[src/hw/rtl/hpbf_pkg.sv]
`timescale 1ns / 1ps
// Shared types and constants for the high-pass box filter.
// No dependencies.
package hpbf_pkg;

   localparam int PIX_W     = 8;   // pixel width
   localparam int POS_W     = 11;  // row/column tag width on the result word
   localparam int KSZ_W     = 4;   // kernel_size register width
   localparam int DIM_W     = 12;  // image_width / image_height register width
   localparam int KN_W      = 5;   // effective kernel edge (at most 15), field holds up to 31
   localparam int CSR_IDX_W = 2;
   localparam int GRP       = 4;   // adder group size in the sum trees

   typedef enum logic [CSR_IDX_W-1:0] {
      CSR_KERNEL_SIZE  = 2'd0,
      CSR_IMAGE_WIDTH  = 2'd1,
      CSR_IMAGE_HEIGHT = 2'd2
   } csr_idx_type;

   // Per-word control that travels down the pipeline
   typedef struct packed {
      logic             valid;
      logic             emit;
      logic             last;
      logic [POS_W-1:0] row;
      logic [POS_W-1:0] col;
   } tag_type;

endpackage

[src/hw/rtl/hpbf_pos.sv]
`timescale 1ns / 1ps
// Raster position tracking and window-complete decision (stage 0 -> 1).
// Depends on hpbf_pkg.
module hpbf_pos
   import hpbf_pkg::*;
#(
   parameter int MAX_WIDTH  = 2048,
   parameter int MAX_HEIGHT = 2048,
   localparam int CW = $clog2(MAX_WIDTH),
   localparam int WW = $clog2(MAX_WIDTH + 1),
   localparam int RW = $clog2(MAX_HEIGHT),
   localparam int HW = $clog2(MAX_HEIGHT + 1)
) (
   input  logic             clock,
   input  logic             reset,
   input  logic             en,
   input  logic             in_valid,
   input  logic [PIX_W-1:0] in_pix,
   input  logic             in_sof,
   input  logic [KN_W-1:0]  kern_n,
   input  logic [WW-1:0]    img_w,
   input  logic [HW-1:0]    img_h,
   output logic [CW-1:0]    rd_col,
   output tag_type          s1_tag,
   output logic [PIX_W-1:0] s1_pix,
   output logic [CW-1:0]    s1_col
);

   logic [RW-1:0]   row_ff, row_in;
   logic [CW-1:0]   col_ff, col_in;
   logic [RW-1:0]   r0, r2;
   logic [CW-1:0]   c0, c1;
   logic [HW-1:0]   r1, row_nx;
   logic [WW-1:0]   col_nx;
   logic [KN_W-1:0] half;
   logic            emit, last;

   // position of this word, with frame start and wrap applied first
   always_comb begin
      r0   = in_sof ? '0 : row_ff;
      c0   = in_sof ? '0 : col_ff;
      half = kern_n >> 1;
      if (WW'(c0) >= img_w) begin
         c1 = '0;
         r1 = HW'(r0) + HW'(1);
      end else begin
         c1 = c0;
         r1 = HW'(r0);
      end
      r2     = (r1 >= img_h) ? '0 : RW'(r1);
      emit   = (WW'(c1) + WW'(1) >= WW'(kern_n)) && (HW'(r2) + HW'(1) >= HW'(kern_n));
      last   = (HW'(r2) + HW'(1) == img_h) && (WW'(c1) + WW'(1) == img_w);
      col_nx = WW'(c1) + WW'(1);
      row_nx = HW'(r2) + HW'(1);
      if (col_nx >= img_w) begin
         col_in = '0;
         row_in = (row_nx >= img_h) ? '0 : RW'(row_nx);
      end else begin
         col_in = CW'(col_nx);
         row_in = r2;
      end
   end

   assign rd_col = c1;

   // position counters
   always_ff @(posedge clock) begin
      if (reset) begin
         row_ff <= '0;
         col_ff <= '0;
      end else if (en && in_valid) begin
         row_ff <= row_in;
         col_ff <= col_in;
      end
   end

   // stage 1 register
   always_ff @(posedge clock) begin
      if (reset) begin
         s1_tag.valid <= 1'b0;
      end else if (en) begin
         s1_tag.valid <= in_valid;
      end
   end

   always_ff @(posedge clock) begin
      if (en) begin
         s1_tag.emit <= emit;
         s1_tag.last <= last;
         s1_tag.row  <= POS_W'(r2) - POS_W'(half);
         s1_tag.col  <= POS_W'(c1) - POS_W'(half);
         s1_pix      <= in_pix;
         s1_col      <= c1;
      end
   end

endmodule

[config.mk]
export PLATFORM = sky130hd
export DESIGN_NAME = hpbf_pos
export DESIGN_NICKNAME = d
export VERILOG_FILES = /design/src/hw/rtl/hpbf_pkg.sv /design/src/hw/rtl/hpbf_pos.sv
export SDC_FILE = /design/constraint.sdc
export NUM_CORES = 1
export LEC_CHECK = 0
export ABC_AREA = 1
export ABC_CLOCK_PERIOD_IN_PS = 7800
export BUFFER_PORTS_ARGS = -buffer_cell sky130_fd_sc_hd__buf_2
export CAP_MARGIN = 0
export CORE_UTILIZATION = 45
export CTS_CLUSTER_SIZE = 8
export DETAILED_ROUTE_END_ITERATION = 6
export PLACE_DENSITY = 0.65
export RECOVER_POWER = 25
export SLEW_MARGIN = 10
export SYNTH_ARGS = -nofsm -noshare
export SYNTH_HDL_FRONTEND = slang
export SYNTH_SLANG_ARGS = --single-unit
[constraint.sdc]
create_clock -name clock -period 7.8 [get_ports clock]
set_input_delay 1.56 -clock clock [delete_from_list [all_inputs] [get_ports clock]]
set_output_delay 1.56 -clock clock [all_outputs]
set_load 0.01 [all_outputs]
# Word-level counts from Yosys, hierarchy flattened

Index checks and enable logic that the tools add are counted.

Flip-flop bits (word level): 66
Bits of input ports: 42
Output and inout port bits: 55
Logic and storage cells: 33

Add/subtract/negate cells: 5
Order comparisons: 6
Eq/ne operators: 2
Multiplexer cells: 8
Reductions and logical operators: 3

Operator list:

| cell                                                             | number |
|---|---|
| 11-bit 2-to-1 mux                                                | 7 |
| 11-bit by 1-bit adder with 12-bit output (second input constant) | 3 |
| 12-bit >= comparator                                             | 3 |
| 12-bit equality test                                             | 2 |
| 12-bit by 5-bit >= comparator with 1-bit output                  | 2 |
| 11-bit by 4-bit subtractor with 11-bit output                    | 2 |
| 11-bit by 12-bit >= comparator with 1-bit output                 | 1 |
| 12-bit 2-to-1 mux                                                | 1 |
| 1-bit logical AND                                                | 3 |

# Longest topological paths before layout

Gate-level depths: netlist (run 1).

Depth after elaboration: 9
Depth in mapped cells: 44
Mapped depth without buffers: 41

# Worst setup path after synthesis (run 1)

OpenSTA, ideal clock, no wires.

Path kind: input-to-reg
Start point: in in_sof
End point: reg row_ff[2]
Setup time: 95 ps
Arrival time: 6518 ps
Slack: 1187 ps
Stages on the path: 38
Path buffers: 3
Cells stage by stage: buf_6 buf_2 nor2_1 ha_1 inv_1 nor2_1 nand3_1 nor2_1 nand2_1 nand2_2 inv_2 buf_4 nor4_1 nand2_1 nor3_1 ha_1 nand2_1 nor2_1 [2 not listed] nand3_2 nor2_8 inv_4 nor2_4 ha_1 inv_1 nor3_4 nand4_1 nand2_1 inv_2 ha_1 a21oi_1 nor2_1 a211oi_1 o2111ai_1 nor2_1 nand2_1 a221oi_1

Cells in the longest elaborated chain, start to end: 9
Elaborated cells on any way between the ends: 14

RTL lines:

| element                                                                                                             | RTL line                       | RTL |
|---|---|---|
| start: declaration                                                                                                  | hpbf_pos.sv:19                 | `input logic in_sof,` |
| 11-bit 2-to-1 mux, on equally long branches                                                                         | hpbf_pos.sv:40, hpbf_pos.sv:41 |  |
| 11-bit by 1-bit adder with 12-bit output / 11-bit by 12-bit >= comparator with 1-bit output (equally long branches) | hpbf_pos.sv:45, hpbf_pos.sv:43 |  |
| 12-bit 2-to-1 mux                                                                                                   | hpbf_pos.sv:43                 | `if (WW'(c0) >= img_w) begin` |
| 12-bit >= comparator                                                                                                | hpbf_pos.sv:50                 | `r2 = (r1 >= img_h) ? '0 : RW'(r1);` |
| 11-bit 2-to-1 mux                                                                                                   | hpbf_pos.sv:50                 |  |
| 11-bit by 1-bit adder with 12-bit output                                                                            | hpbf_pos.sv:54                 | `row_nx = HW'(r2) + HW'(1);` |
| 12-bit >= comparator                                                                                                | hpbf_pos.sv:57                 | `row_in = (row_nx >= img_h) ? '0 : RW'(row_nx);` |
| 11-bit 2-to-1 mux                                                                                                   | hpbf_pos.sv:57                 |  |
| 11-bit 2-to-1 mux *                                                                                                 | hpbf_pos.sv:55                 | `if (col_nx >= img_w) begin` |
| end signal: assignment                                                                                              | hpbf_pos.sv:72                 | `row_ff <= row_in;` |
| end: declaration                                                                                                    | hpbf_pos.sv:29                 | `logic [RW-1:0] row_ff, row_in;` |

Mark *: on every way between the ends. The rest lies on a longest branch, timed or not.
A chain may end at the register's enable or synchronous reset.

# Worst setup path in the final report (run 1)

Start point: in in_sof
End point: reg row_ff[0]

Same word-level chain as after synthesis.

==> results of run 1 <==
## layout by cell type, fill, tap and decap left out, drive strengths merged, types with 10 or more instances in the layout
cell    synthesis  layout
nor2           82      82
xor2           20      20
nand4          16      16
buf             8     104
nand3          50      50
dfxtp          23      23
inv           132     132
ha             67      67
o21ai          19      19
clkbuf          5      10
edfxtp         43      43
a21oi          48      48
nand2         197     197
## tightest hold or removal path, stage by stage, from the launching register on
cell and delay, ns:
dfxtp_1 0.31, nand2_1 0.06, a21oi_1 0.05
## path summary, 6_finish.rpt
| check | slack, ns | end |
|---|---|---|
| max | 0.70 | row_ff[0]$_SDFFE_PP0P_ |
| min | 0.46 | col_ff[9]$_SDFFE_PP0P_ |
| max reg2reg | 1.98 | row_ff[0]$_SDFFE_PP0P_ |
| min reg2reg | 0.46 | col_ff[9]$_SDFFE_PP0P_ |
## area by class of cell
| class | instances | area (um2) | share of cell area, % |
|---|---|---|---|
| well taps | 168 | 210 | 3.18 |
| inverters | 133 | 507 | 7.66 |
| multi-input cells | 540 | 3280 | 49.6 |
| clock buffers | 9 | 225 | 3.40 |
| repair buffers | 105 | 544 | 8.23 |
| clock inverters | 7 | 93.8 | 1.42 |
| flip-flops and latches | 66 | 1750 | 26.5 |
## logic make-up after synthesis
family | after synthesis
compound gates | 84
xor+xnor | 25
fa+ha+maj | 69
buf+inv | 146
flops | 66
simple gates | 362
## cells in the mapped netlist, drive strengths merged, types with 3 or more instances
cell type	count	area [um2]
nand2	197	775
inv	132	503
nor2	82	404
ha	67	838
nand3	50	303
a21oi	48	252
edfxtp	43	1290
dfxtp	23	460
xor2	20	175
o21ai	19	95.1
nand4	16	100
buf	8	70.1
nand3b	7	52.6
nor3	7	57.6
clkbuf	5	18.8
xnor2	5	43.8
a211oi	3	22.5
## registers in the layout, summed over array words and instances (netlist names)
register and flops:
s1_tag 25, row_ff 11, col_ff 11, s1_col 11
s1_pix 8
## stage by stage
step                utilization [%]  power [W]  instances
global placement               52.0   0.000539       1012
floorplan                         -   0.000488        752
CTS                            54.6   0.000979       1028
detailed placement             52.0   0.000541       1012
global route                   54.6    0.00101       1028
finish                         54.6   0.000973       1028
## where the power goes
part,switching [W],leakage (nW),total (W),internal [W]
logic,0.0000858,2.66,0.000135,0.0000488
registers,0.00000673,0.594,0.000400,0.000393
clock network,0.000160,0.153,0.000439,0.000279
total,0.000252,3.40,0.000973,0.000721
## metal layers
| layer | global-route usage, % | up-vias | share of wire [%] |
|---|---|---|---|
| met5 | 0 | - | 0 |
| met4 | 8.57 | 0 | 1.7 |
| met3 | 3.51 | 19 | 7.2 |
| met2 | 40.9 | 230 | 43 |
| met1 | 37.5 | 2419 | 48 |
| li1 | - | 2646 | - |
==> metrics.cfg, run 1 <==
[placement]
gp_congestion = 0.947
io_buffer_count = 96
pre_cts_ws_ns = 0.433
dp_hpwl_um = 13100
placedInstanceArea_mm2 = 0.00630

[timing]
rsz0062_at_grt = no
post-route-worst-setup-slack_ns = 0.697
whs_ns = 0.464
slew_headroom_pct = -62.1
fin_worst_skew_ns = 0.0110
finalCritPeriodShare_pct = 91.1
slew_violations = 46
min_period_ns = 7.10
maxClockFrequency_mhz = 141
worst_pin_slew_ns = 2.43
finalSetupViolCount = 0
hold_viol = 0
finalSetupTns_ns = 0

[floorplanning]
rows = 40
fp.dieH_um = 114
die_width_um = 114
start_util_pct = 46.5
core_mm2 = 0.0121
dieArea_mm2 = 0.0130
ios = 97

[clocking]
numClockSinks = 66
clock_latency_ns = 0.35
tritoncts = yes
cts.path.max_buffers = 2
numCtsBuffers = 9
ctsResizeCount = 0
postCtsSetupBuffers = 0
clk_pin_slew_ns = 0.06
htreeDepth = 3
root_buffer = clkbuf_16
cts_hold_buffers = 0

[power]
peakVddDrop_uv = 112
powerDensity_mw_per_mm2 = 147
p_leak_nw = 3.40

[setup_path]
path_max_fanout = 19
arrival_ns = 7.37
critical_path_class = primary input to register
crit_start = in_sof
crit_buf_inv = 8
r2r_start = col_ff[7]$_SDFFE_PP0P_
endpoint_kind = register
crit_path_start_kind = primary input
critPathTopFamily = simple AND/OR/NAND/NOR gates
slowest_delay_ns = 0.43
cp_common_cell = nand2_1
cp.depth = 38
required_ns = 8.07
slowest_stage = buf_2
ff2ff_path_depth = 33

[finish]
area_growth_pct = 17.5
fin_nets = 966
fill_cells = 1192
finalInstanceArea_mm2 = 0.00662
diodes = 0
drive_gt1_share_pct = 20.6

[synthesis]
ys_seq_elements = 66
synth_top_family_by_area = simple AND/OR/NAND/NOR gates
synth-xor-area-share_pct = 3.89
yosys_warnings = 0
synthCells = 752
synth.distinct_cells = 49
synth_compound_area_share_pct = 8.44
synthSimpleGateAreaFrac_pct = 30.4
netlist_area_mm2 = 0.00563
synth_edf_count = 43
synth_area_per_cell_um2 = 7.49
synthArstFlopShare_pct = 0
synth_fa_ha_area_share_pct = 15.6
synth.area.mux_share_pct = 0
synthFlopType = edfxtp_1
syn_nets = 863
ys_seq_area_share_pct = 31.1

[status]
violations = capacitance limit, slew limit
status = finished, violations left

[drt]
wl_per_cell_um = 15.7
dr.pass1.iters = 6
detail-route-antenna-nets = 0
drc = 0
via_per_inst = 5.17
totalWireLength_um = 16200
num_vias = 5314
drt_iter0_drc = 478

[min_path]
hp-start = col_ff[9]$_SDFFE_PP0P_
min_path_cells = 2
hold_path.class = register to register

[run]
maxCapViolCount = 1

[grt]
track_usage_pct = 26.3
grt_max_degree = 46
grt_pass1_wl_um = 25800
antenna_found_initial = 0
overflow = 0
grt_pass1_vias = 4989

No activity file was read; power rests on OpenSTA's default activity.
==> inputs of run 2 (changes only) <==
Settings changed: ABC_CLOCK_PERIOD_IN_PS 7800 to 7230, CORE_UTILIZATION 45 to 35, PLACE_DENSITY 0.65 to 0.6.
Clock period 7.8 ns to 7.23 ns, I/O delays scaled along.
==> metrics.cfg, run 2 (synthesis results as in run 1) <==
[grt]
antenna_found_initial = 0  ; unchanged
grt_pass1_wl_um = 24600  ; -4.6%
grt_max_degree = 46  ; unchanged
grt_pass1_vias = 4678  ; -6.2%
use_met3_pct = 2.49  ; -1.0 points
track_usage_pct = 19.7  ; -6.5 points
grtUsageMet2_pct = 29.2  ; -12 points
overflow = 0  ; unchanged
globalRoute.busiestLayer = met2
use_met1_pct = 28.7  ; -8.8 points

[floorplanning]
die_width_um = 129  ; +13%
ios = 97  ; unchanged
core_mm2 = 0.0154  ; +27%
fp.dieH_um = 129  ; +13%
dieArea_mm2 = 0.0166  ; +28%
rows = 45  ; +13%
start_util_pct = 36.5  ; -10 points

[drt]
wl_per_cell_um = 14.4  ; -8.5%
detail-route-antenna-nets = 0  ; unchanged
dr.pass1.iters = 6  ; unchanged
drc = 0  ; unchanged
drt_iter0_drc = 483  ; +1.0%
via_per_inst = 4.77  ; -7.7%
num_vias = 5148  ; -3.1%
totalWireLength_um = 15500  ; -4.0%

[finish]
top_register = s1_tag
fin_util_pct = 43.6  ; -11 points
diodes = 0  ; unchanged
fill_cells = 1612  ; +35%
finalNonFillerCells = 1079  ; +5.0%
area_growth_pct = 19.3
drive_gt1_share_pct = 21.7  ; +1.1 points
final_common_cell = nand2_1
fin_nets = 974  ; +0.83%
largest_reg_flops = 25  ; unchanged
final_cell_mix = 185 x nand2_1, 119 x inv_1, 96 x buf_2, 67 x ha_1, 62 x nor2_1

[setup_path]
path_max_fanout = 12  ; -7
slowest_stage = ha_1
crit_path_start_kind = primary input
critical_path_class = primary input to register
cp_common_cell = nand2_1
required_ns = 7.47  ; -0.60 ns
rrSetupSlack_ns = 1.82  ; -0.16 ns
r2r_start = col_ff[8]$_SDFFE_PP0P_
reg2reg_to = row_ff[2]$_SDFFE_PP0P_
slowest_delay_ns = 0.32  ; -0.11 ns
endpoint_kind = register
arrival_ns = 6.74  ; -0.63 ns
ff2ff_path_depth = 34  ; +3.0%

[clocking]
root_buffer = clkbuf_16
clk_pin_slew_ns = 0.07  ; about the same
cts.path.max_buffers = 2  ; unchanged
htreeDepth = 3  ; unchanged
tritoncts = yes
clock_latency_ns = 0.35  ; about the same
numClockSinks = 66  ; unchanged
postCtsSetupBuffers = 0  ; unchanged
numCtsBuffers = 9  ; unchanged

[timing]
rsz0062_at_grt = no
slew_headroom_pct = -59.1  ; +3.0 points
slew_violations = 46  ; unchanged
finalCritPeriodShare_pct = 89.9
maxClockFrequency_mhz = 154
fin_worst_skew_ns = 0.0119  ; +0.000909 ns
worst_pin_slew_ns = 2.39  ; -0.0456 ns
min_period_ns = 6.50
hold_viol = 0  ; unchanged
whs_ns = 0.464  ; -0.000368 ns
finalSetupViolCount = 0  ; unchanged
finalSetupTns_ns = 0  ; unchanged

[status]
violations = capacitance limit, slew limit
status = finished, violations left

[min_path]
min_path_cells = 2  ; unchanged
hold_path_end = s1_tag[24]$_SDFFE_PP0P_
hp-start = s1_tag[24]$_SDFFE_PP0P_
hold_path.class = register to register

[power]
p_leak_nw = 3.43  ; +0.82%
power_w = 0.00103  ; +5.9%
powerDensity_mw_per_mm2 = 153  ; +4.2%
peakVddDrop_uv = 118  ; +5.4%

[placement]
dp_hpwl_um = 12500  ; -4.7%
io_buffer_count = 96  ; unchanged
gp_congestion = 1.00  ; +6.1%
place_inst = 1063  ; +5.0%

[run]
maxCapViolCount = 1  ; unchanged

[run 2: critical path: cells and delay by family]
family / cells / cell delay, ns
adder cells (fa/ha/maj): 3 / 0.87
AND/OR/NAND/NOR: 25 / 3.07
buffers and inverters: 5 / 0.66
AO/OA/AOI/OAI: 3 / 0.65
[run 2: worst max-delay path by stage]
stage	startpoint	end	slack [ns]	cells past startpoint
floorplan	in_sof	row_ff[2]$_SDFFE_PP0P_	0.73	38
global placement	in_sof	row_ff[4]$_SDFFE_PP0P_	0.51	36
detailed placement	in_sof	row_ff[2]$_SDFFE_PP0P_	0.42	36
CTS	in_sof	row_ff[2]$_SDFFE_PP0P_	0.65	38
global route	in_sof	row_ff[2]$_SDFFE_PP0P_	0.06	38
finish	in_sof	row_ff[2]$_SDFFE_PP0P_	0.73	36
[run 2: routing by layer]
metal	up-vias	part of all wire [%]
li1	2665	-
met4	0	2.1
met5	-	0
met2	177	42
met3	20	6.0
met1	2286	50
[run 2: report_power, final]
group          leakage (nW)  internal (W)  switching, W
clock network         0.142      0.000269      0.000184
logic                  2.69     0.0000542     0.0000918
registers             0.594      0.000424    0.00000678
[run 2: cell type report]
class	instances	area [um2]	area share (%)
Sequential cell	66	1750	26.1
Timing Repair Buffer	113	604	8.99
Clock buffer	9	225	3.35
Tap cell	211	264	3.93
Clock inverter	7	76.3	1.14
Multi-Input combinational cell	540	3290	49.0
Inverter	133	507	7.54
[run 2: what timing repair did]
item / CTS / global route
setup endpoints to repair: 0 / 7
resized for setup: 0 / 2
hold buffers: 0 / 0
[run 2: per-stage QoR]
step                area, um2  setup WS, ns
detailed placement       6410         0.419
finish                   6720         0.731
CTS                      6720         0.653
global placement         6410         0.507
floorplan                5630         0.731
global route             6720        0.0638
