**config.mk**
```make
export PLATFORM = sky130hd
export DESIGN_NAME = hpbf_win
export DESIGN_NICKNAME = d
export VERILOG_FILES = /design/src/hw/rtl/hpbf_pkg.sv /design/src/hw/rtl/hpbf_win.sv
export SDC_FILE = /design/constraint.sdc
export NUM_CORES = 1
export LEC_CHECK = 0
export BUFFER_PORTS_ARGS = -buffer_cell sky130_fd_sc_hd__buf_2
export CAP_MARGIN = 20
export CORE_MARGIN = 8
export CORE_UTILIZATION = 60
export DETAILED_ROUTE_END_ITERATION = 10
export HOLD_SLACK_MARGIN = 0.1
export PLACE_DENSITY = 0.78
export SLEW_MARGIN = 10
export SYNTH_ARGS = -nofsm -noshare
export SYNTH_HDL_FRONTEND = slang
export SYNTH_SLANG_ARGS = --single-unit
```
**constraint.sdc**
```tcl
create_clock -name clock -period 24 [get_ports clock]
set_input_delay 2.4 -clock clock [delete_from_list [all_inputs] [get_ports clock]]
set_output_delay 2.4 -clock clock [all_outputs]
set_load 0.05 [all_outputs]
```
**src/hw/rtl/hpbf_pkg.sv**
```systemverilog
`timescale 1ns / 1ps
// Shared types and constants for the high-pass box filter.
// No dependencies.
package hpbf_pkg;

   localparam int PIX_W     = 8;   // pixel width
   localparam int POS_W     = 11;  // row/column tag width on the result word
   localparam int KSZ_W     = 4;   // kernel_size register width
   localparam int DIM_W     = 12;  // image_width / image_height register width
   localparam int KN_W      = 5;   // effective kernel edge (at most 15), field holds up to 31
   localparam int CSR_IDX_W = 2;
   localparam int GRP       = 4;   // adder group size in the sum trees

   typedef enum logic [CSR_IDX_W-1:0] {
      CSR_KERNEL_SIZE  = 2'd0,
      CSR_IMAGE_WIDTH  = 2'd1,
      CSR_IMAGE_HEIGHT = 2'd2
   } csr_idx_type;

   // Per-word control that travels down the pipeline
   typedef struct packed {
      logic             valid;
      logic             emit;
      logic             last;
      logic [POS_W-1:0] row;
      logic [POS_W-1:0] col;
   } tag_type;

endpackage

```
**src/hw/rtl/hpbf_win.sv**
```systemverilog
`timescale 1ns / 1ps
// Window column shift registers, window sum, N*N scaling, clamp and result
// register (stages 2 -> 4 and the output word). Depends on hpbf_pkg.
module hpbf_win
   import hpbf_pkg::*;
#(
   parameter int MAX_KERNEL = 15,
   localparam int NG  = (MAX_KERNEL - 1 + GRP - 1) / GRP,
   localparam int GW  = PIX_W + 2,
   localparam int CSW = $clog2(MAX_KERNEL * 255 + 1),
   localparam int NW  = $clog2(MAX_KERNEL * MAX_KERNEL + 1),
   localparam int PW  = NW + PIX_W,
   localparam int NWG = (MAX_KERNEL + GRP - 1) / GRP,
   localparam int WGW = CSW + 2
) (
   input  logic             clock,
   input  logic             reset,
   input  logic             en,
   input  logic [KN_W-1:0]  kern_n,
   input  tag_type          s2_tag,
   input  logic [PIX_W-1:0] s2_pix,
   input  logic [PIX_W-1:0] s2_center,
   input  logic [GW-1:0]    s2_grp [NG],
   output logic             rsp_valid,
   output logic [PIX_W-1:0] rsp_value,
   output tag_type          rsp_tag
);

   logic [CSW-1:0]   wc_ff [MAX_KERNEL];
   logic [PIX_W-1:0] cp_ff [MAX_KERNEL];
   logic [CSW-1:0]   colsum;
   logic [NW-1:0]    nn_ff;
   logic [KN_W-1:0]  half;
   logic [PIX_W-1:0] cpsel;
   logic [WGW-1:0]   wgrp [NWG];
   logic [WGW-1:0]   wgrp_ff [NWG];
   logic [PW-1:0]    prod_ff;
   logic [PW-1:0]    winsum, diff;
   logic [PIX_W-1:0] value;
   tag_type          s3_tag, s4_tag;
   logic             rsp_valid_ff;

   // full column sum of the new column
   always_comb begin
      colsum = CSW'(s2_pix);
      for (int g = 0; g < NG; g++) begin
         colsum = colsum + CSW'(s2_grp[g]);
      end
   end

   // window columns and center pixels, newest at index 0
   always_ff @(posedge clock) begin
      if (reset) begin
         for (int k = 0; k < MAX_KERNEL; k++) begin
            wc_ff[k] <= '0;
            cp_ff[k] <= '0;
         end
      end else if (en && s2_tag.valid) begin
         wc_ff[0] <= colsum;
         cp_ff[0] <= s2_center;
         for (int k = 1; k < MAX_KERNEL; k++) begin
            wc_ff[k] <= wc_ff[k-1];
            cp_ff[k] <= cp_ff[k-1];
         end
      end
   end

   // N*N from the live kernel size
   always_ff @(posedge clock) begin
      nn_ff <= NW'(kern_n) * NW'(kern_n);
   end

   // stage 3: center pick and grouped window sum
   always_comb begin
      half  = kern_n >> 1;
      cpsel = '0;
      for (int k = 0; k < MAX_KERNEL; k++) begin
         if (half == KN_W'(k)) begin
            cpsel = cp_ff[k];
         end
      end
      for (int g = 0; g < NWG; g++) begin
         wgrp[g] = '0;
         for (int j = 0; j < GRP; j++) begin
            if ((g * GRP + j < MAX_KERNEL) && (g * GRP + j < int'(kern_n))) begin
               wgrp[g] = wgrp[g] + WGW'(wc_ff[g*GRP+j]);
            end
         end
      end
   end

   // stage 4: total, subtract and clamp
   always_comb begin
      winsum = '0;
      for (int g = 0; g < NWG; g++) begin
         winsum = winsum + PW'(wgrp_ff[g]);
      end
      diff = prod_ff - winsum;
      if (prod_ff < winsum) begin
         value = '0;
      end else if (diff > PW'(255)) begin
         value = '1;
      end else begin
         value = diff[PIX_W-1:0];
      end
   end

   always_ff @(posedge clock) begin
      if (reset) begin
         s3_tag.valid <= 1'b0;
         s4_tag.valid <= 1'b0;
         rsp_valid_ff <= 1'b0;
      end else if (en) begin
         s3_tag.valid <= s2_tag.valid;
         s4_tag.valid <= s3_tag.valid;
         rsp_valid_ff <= s4_tag.valid && s4_tag.emit;
      end
   end

   always_ff @(posedge clock) begin
      if (en) begin
         s3_tag.emit <= s2_tag.emit;
         s3_tag.last <= s2_tag.last;
         s3_tag.row  <= s2_tag.row;
         s3_tag.col  <= s2_tag.col;
         s4_tag.emit <= s3_tag.emit;
         s4_tag.last <= s3_tag.last;
         s4_tag.row  <= s3_tag.row;
         s4_tag.col  <= s3_tag.col;
         prod_ff     <= PW'(nn_ff) * PW'(cpsel);
         wgrp_ff     <= wgrp;
         rsp_value   <= value;
         rsp_tag     <= s4_tag;
      end
   end

   assign rsp_valid = rsp_valid_ff;

`ifndef ASSERT_OFF
   // a result appears only out of an emitting word in the last stage
   a_emit_src : assert property (@(posedge clock) disable iff (reset)
      $rose(rsp_valid_ff) |-> $past(s4_tag.valid && s4_tag.emit))
      else $error("result word without an emitting source");

   // window state holds while the pipeline is stalled
   a_win_hold : assert property (@(posedge clock) disable iff (reset)
      !en |=> ($stable(wc_ff[0]) && $stable(cp_ff[0])))
      else $error("window columns moved during a stall");

   // output register mirrors the tag it was loaded with
   a_tag_valid : assert property (@(posedge clock) disable iff (reset)
      rsp_valid_ff |-> rsp_tag.valid && rsp_tag.emit)
      else $error("result word carries a non-emitting tag");
`endif

endmodule

```
# [After elaboration in Yosys (flattened, before gate mapping)]
# Memories as Yosys holds them, arrays and structs flattened.
# Index checks and enable logic that the tools add are counted.
[totals] ff_bits=164 ramBits=300 input_bits=89 wordCells=176 memories=2
[classes] add_sub_neg=19 multipliers=2 n_lt_le_gt_ge=17 n_eq_ne=14 muxes=66 n_bitwise=30 reduce_logical=3
[memory_table] memory="wc_ff" words=15 width=12 read_ports=15 rd_ports_with_merged_regs=0 write_ports=15 line="hpbf_win.sv:29" source="logic [CSW-1:0] wc_ff [MAX_KERNEL];"
[memory_table] memory="cp_ff" words=15 width=8 read_ports=15 rd_ports_with_merged_regs=0 write_ports=15 line="hpbf_win.sv:30" source="logic [PIX_W-1:0] cp_ff [MAX_KERNEL];"
[ops] cell="two-way mux 8 bit" count=31
[ops] cell="two-way mux 12 bit" count=19
[ops] cell="adder 14 x 12 -> 14 bit" count=11
[ops] cell="two-way mux 14 bit" count=11
[ops] cell="less-than comparator 4 x 5 -> 1 bit (first input constant)" count=7
[ops] cell="bitwise OR 1 bit" count=30
[ops] cell="== test 4 bit (second input constant)" count=7
[ops] cell="adder 12 x 10 -> 12 bit" count=2
[ops] cell="less-than comparator 3 x 5 -> 1 bit (first input constant)" count=4
[ops] cell="adder 15 x 14 -> 16 bit" count=1
[ops] cell="adder 16 x 14 -> 16 bit" count=1
[ops] cell="== test 4 x 3 -> 1 bit (second input constant)" count=4
[ops] cell="> comparator 16 x 8 -> 1 bit (second input constant)" count=1
[ops] cell="less-than comparator 16 bit" count=1
[ops] cell="multiplier 8 x 8 -> 16 bit" count=1
[ops] cell="subtractor 16 bit" count=1
[ops] cell="adder 14 x 14 -> 15 bit" count=1
[ops] cell="adder 11 x 10 -> 12 bit" count=1
[ops] cell="adder 8 x 10 -> 11 bit" count=1
[ops] cell="less-than comparator 1 x 5 -> 1 bit (first input constant)" count=2
[ops] cell="less-than comparator 2 x 5 -> 1 bit (first input constant)" count=2
[ops] cell="== test 4 x 2 -> 1 bit (second input constant)" count=2
[ops] cell="multiplier 5 x 5 -> 8 bit" count=1
[ops] cell="zero test 5 bit" count=1
[ops] cell="other kinds (3)" count=8

# [Longest topological paths before layout]
[depth] word_depth=17 depth_mapped=32 mapped_depth_nobuf=29

# [Worst setup path before layout]
# OpenSTA, ideal clock, no wires.
[synth_path] path_kind="input to register" startpoint="in reset" endpoint="mem cp_ff[0][0], enable pin" setup_time_ns=0.716 arrival_ns=9.839 slack_ns=13.445 stages=2 path_buffers=1 path_cell_list="clkbuf_1 -> nand2b_1"
[synth_lines] item="from (decl)" line="hpbf_win.sv:17" source="input logic reset,"
[synth_lines] item="to (decl)" line="hpbf_win.sv:30"

==> flow_summary.toml <==
[placement]
numPortBuffers = 122
placement_cell_area_um2 = 31000
place_inst = 3359
routabilityCongestion = 0.878
pre_cts_ws_ns = 14.33
hpwl_um = 46500

[job]
maxCapViolations = 0

[synth]
post_synth_inst_count = 2633
compound_gate_portion_of_the_synthesized_area_pct = 11.2
synth_top_flop_cell = "sky130_fd_sc_hd__edfxtp_1"
post_synthesis_share_of_cell_area_spent_on_and_or_nand_and_nor_gates_pct = 16.3
synth_mux_area_share_pct = 2.75
xor_xnor_fraction_of_synth_area_pct = 4.26
syn_avg_cell_area_um2 = 11.3
largest_family_of_logic_cells_by_synthesized_area = "adder cells"
edff_count_synth = 453
netlist-cell-type-count = 76
synth_sequential_area_ratio_pct = 46.6
yosys.area_share.adder_pct = 16.3
postSynthRegisterBits = 463
yosys_warnings = 0
ys_async_sr_fraction_pct = 0
post_synth_instance_area_um2 = 29600

[final_layout]
finalNetCount = 3161
n_fill_cell = 3710
layout-drive-gt1-share_pct = 10.2
number_of_inserted_diodes = 0
finalNonFillerCells = 3447
area_growth_syn_to_layout_pct = 9.86
post-route-cell-area_um2 = 32600
final_util_pct = 66.7

[critical_path]
timing.critical_path.required_ns = 24.48
reg2reg_depth = 22
setup.worst_path.end_class = "register"
crit_path_frequent_cell = "sky130_fd_sc_hd__nor2_1"
critical_path_start_end_classification = "primary input to register"
critical_path.startpoint_type = "primary input"
critical-path-max-stage-delay_ns = 0.73
critPathSlowestCell = "sky130_fd_sc_hd__nor2_1"
timing.critical_path.arrival_ns = 9.65
crit_fanout = 41
worstReg2RegStart = "cp_ff[0][4]"
regToRegEndpoint = "prod_ff[15]"
regToRegSetupSlack_ns = 17.62
critical_path.startpoint = "kern_n[3]"

[global_routing]
grt_antenna_before_repair = 1
grt_pass1_wl_um = 103000
global_route.usage.total_pct = 22.3
globalRouteOverflowTotal = 0
grt_max_degree = 203
via_count_of_the_first_global_routing_pass = 20700

[timing]
worst_slew_pin_slew_ns = 1.18
final-max-slew-violation-count = 0
slew-limit-headroom_pct = 21.1
final.period_utilization_pct = 38.2
fin_tns_setup_ns = 0
setup_viol_count_final = 0
period_minus_slack_ns = 9.16
final.setup.worst_slack_ns = 14.84
hold_violations = 0
clock_skew_ns = 0.0266
rsz0062_at_grt = "no"
maxClockFrequency_ghz = 0.109

[pwr]
power.static_leakage_nw = 13.4
power_per_cell_area_nw_per_um2 = 127
ir_worst_vdd_uv = 177

[clock_network]
clk_path_buf_depth = 3
tritoncts_clock_tree = "built"
post_cts_resize_count = 0
cts_setup_buffers = 0
htree_num_levels = 2
cts.sinks = 463
cts.clk_slew.worst_paths_ns = 0.06
cts.hold.buffers_added = 0
clk-insertion-delay-late_ns = 0.61
cts_inserted_buffers = 50
cts_root_buf = "sky130_fd_sc_hd__clkbuf_16"

[drt]
met2RoutedLength_um = 31200
drt-met1-wl_um = 27300
drtPass1Iterations = 5
route.detailed.wl_per_inst_um = 18.5
detail-route-antenna-nets = 0
detailroute.via_count = 20300
highest_routing_layer_actually_used = "met4"
routed_wl_um = 63700
drc = 0
wl_met3_um = 3100
drt-vias-per-instance = 5.89
detailedRoute.firstIterationViolations = 1509

[floorplanning]
floorplan.initialDensity_pct = 60.7
row_count = 81
chipHeight_um = 238
die_x_um = 238
floorplan.core_area_um2 = 48800
die_area_um2 = 56800
design.portCount = 123

[min_path]
hold_end = "s4_tag[16]"
worstHoldPathType = "register to register"
source_of_the_worst_hold_timing_path = "s3_tag[16]"
worst_hold_stages = 0

[run_status]
run_status = "completed"
## layer usage
layer / up-vias / global-route usage, %
li1: 9699 / -
met1: 9891 / 28.7
met2: 567 / 38.2
met3: 135 / 3.41
met4: 0 / 7.80
met5: - / 0
## sequential cells by signal, summed over array words and instances, names as in the netlist
signal     flops
s4_tag        25
wc_ff        180
rsp_valid      1
s3_tag        25
rsp_value      8
cp_ff        120
rsp_tag       25
nn_ff          7
wgrp_ff       56
prod_ff       16
## logic make-up (layout without fill, tap and decap cells)
family / count (synthesis) / after routing
buffers and inverters: 202 / 347
adder cells (fa/ha/maj): 324 / 324
AO/OA/AOI/OAI: 507 / 507
multiplexers: 64 / 64
AND/OR/NAND/NOR: 927 / 927
XOR/XNOR: 144 / 144
other: 2 / 7
flip-flops: 463 / 463
## layout make-up
| type | count | area (um^2) | area share, % |
|---|---|---|---|
| flip-flops and latches | 463 | 13800 | 42.4 |
| multi-input cells | 1973 | 15100 | 46.4 |
| repair buffers | 141 | 772 | 2.37 |
| clock buffers | 67 | 1360 | 4.17 |
| inverters | 119 | 447 | 1.37 |
| clock inverters | 20 | 244 | 0.749 |
| well taps | 664 | 831 | 2.55 |
## cells in the final DEF, fill, tap and decap left out, types with 10 or more instances in the layout
master | netlist | layout
sky130_fd_sc_hd__edfxtp_1 | 453 | 453
sky130_fd_sc_hd__and2_1 | 267 | 267
sky130_fd_sc_hd__ha_1 | 219 | 219
sky130_fd_sc_hd__nor2_1 | 174 | 173
sky130_fd_sc_hd__nand2_1 | 170 | 170
sky130_fd_sc_hd__nor2b_1 | 139 | 139
sky130_fd_sc_hd__a21oi_1 | 131 | 131
sky130_fd_sc_hd__o21ai_0 | 121 | 120
sky130_fd_sc_hd__buf_2 | 7 | 120
sky130_fd_sc_hd__inv_1 | 118 | 118
sky130_fd_sc_hd__fa_1 | 105 | 105
sky130_fd_sc_hd__xnor2_1 | 95 | 95
sky130_fd_sc_hd__nand3_1 | 60 | 60
sky130_fd_sc_hd__nor3_1 | 51 | 51
sky130_fd_sc_hd__clkbuf_16 | 0 | 51
sky130_fd_sc_hd__xor2_1 | 49 | 49
sky130_fd_sc_hd__mux2_2 | 40 | 40
sky130_fd_sc_hd__a21o_1 | 37 | 37
sky130_fd_sc_hd__o21a_1 | 29 | 29
sky130_fd_sc_hd__o211ai_1 | 20 | 20
sky130_fd_sc_hd__buf_4 | 0 | 18
sky130_fd_sc_hd__a22oi_1 | 17 | 17
sky130_fd_sc_hd__a31oi_1 | 18 | 17
sky130_fd_sc_hd__o21bai_1 | 15 | 15
sky130_fd_sc_hd__a211oi_1 | 15 | 15
sky130_fd_sc_hd__mux2i_1 | 14 | 14
sky130_fd_sc_hd__clkbuf_1 | 70 | 14
sky130_fd_sc_hd__nand2b_1 | 14 | 13
sky130_fd_sc_hd__and3_1 | 13 | 13
sky130_fd_sc_hd__o31ai_1 | 13 | 13
sky130_fd_sc_hd__or3_1 | 12 | 12
sky130_fd_sc_hd__or2_2 | 11 | 11
sky130_fd_sc_hd__o41ai_1 | 11 | 11
sky130_fd_sc_hd__mux4_2 | 10 | 10
sky130_fd_sc_hd__dfxtp_1 | 10 | 10
## worst max-delay path by stage
stage                              to  slack (ns)
final                     wgrp_ff[55]       14.84
after CTS                 wgrp_ff[55]       14.94
after global placement    wgrp_ff[55]       14.73
after global routing      wgrp_ff[55]       14.26
after floorplan           cp_ff[0][0]       13.45
after detailed placement  wgrp_ff[55]       14.33
## stage by stage
| stage | total power, mW | hold slack, ns |
|---|---|---|
| after floorplan | 2.86 | 0.400 |
| after global placement | 3.25 | 0.401 |
| after detailed placement | 3.34 | 0.405 |
| after CTS | 4.12 | 0.418 |
| after global routing | 4.43 | 0.420 |
| final | 4.12 | 0.417 |
## cell usage after synthesis, types with 5 or more instances
library cell / n / area, um^2
sky130_fd_sc_hd__a21oi_1: 131 / 656
sky130_fd_sc_hd__nand2b_1: 14 / 87.6
sky130_fd_sc_hd__or3_1: 12 / 75.1
sky130_fd_sc_hd__ha_1: 219 / 2740
sky130_fd_sc_hd__nand3_1: 60 / 300
sky130_fd_sc_hd__o31ai_1: 13 / 97.6
sky130_fd_sc_hd__mux2_2: 40 / 450
sky130_fd_sc_hd__o311a_1: 5 / 50.1
sky130_fd_sc_hd__o41ai_1: 11 / 96.3
sky130_fd_sc_hd__nor2_1: 174 / 653
sky130_fd_sc_hd__edfxtp_1: 453 / 13600
sky130_fd_sc_hd__xor2_1: 49 / 429
sky130_fd_sc_hd__a31oi_1: 18 / 113
sky130_fd_sc_hd__o211ai_1: 20 / 150
sky130_fd_sc_hd__or2_2: 11 / 68.8
sky130_fd_sc_hd__a211o_1: 6 / 52.6
sky130_fd_sc_hd__fa_1: 105 / 2100
sky130_fd_sc_hd__a211oi_1: 15 / 113
sky130_fd_sc_hd__a22oi_1: 17 / 128
sky130_fd_sc_hd__nor2b_1: 139 / 870
sky130_fd_sc_hd__a221o_1: 7 / 70.1
sky130_fd_sc_hd__o21a_1: 29 / 218
sky130_fd_sc_hd__o221ai_1: 5 / 43.8
sky130_fd_sc_hd__and3_1: 13 / 81.3
sky130_fd_sc_hd__buf_1: 6 / 22.5
sky130_fd_sc_hd__o22ai_1: 5 / 31.3
sky130_fd_sc_hd__clkbuf_1: 70 / 263
sky130_fd_sc_hd__o21bai_1: 15 / 113
sky130_fd_sc_hd__xnor2_1: 95 / 832
sky130_fd_sc_hd__a21o_1: 37 / 278
sky130_fd_sc_hd__nand2_1: 170 / 638
sky130_fd_sc_hd__and2_1: 267 / 1670
sky130_fd_sc_hd__o2111ai_1: 5 / 43.8
sky130_fd_sc_hd__nor3_1: 51 / 255
sky130_fd_sc_hd__mux4_2: 10 / 225
sky130_fd_sc_hd__buf_2: 7 / 35.0
sky130_fd_sc_hd__a31o_2: 5 / 43.8
sky130_fd_sc_hd__dfxtp_1: 10 / 200
sky130_fd_sc_hd__o21ai_0: 121 / 606
sky130_fd_sc_hd__inv_1: 118 / 443
sky130_fd_sc_hd__mux2i_1: 14 / 140
## power by group
part	internal [mW]	leakage, nW	total (mW)	switching [mW]
Clock	0.449	0.782	0.765	0.316
Combinational	0.970	7.82	2.27	1.30
Sequential	1.02	4.78	1.08	0.0592
## worst max-delay path, delay by kind of cell
kind	cells	cell delay, ns
buffers and inverters	2	0.39
xor gates and xnor gates	2	0.35
adders and majority gates	4	1.43
and+or+nand+nor	9	2.30
AOI/OAI and AO/OA	11	2.77
No activity file was read; power rests on OpenSTA's default activity.
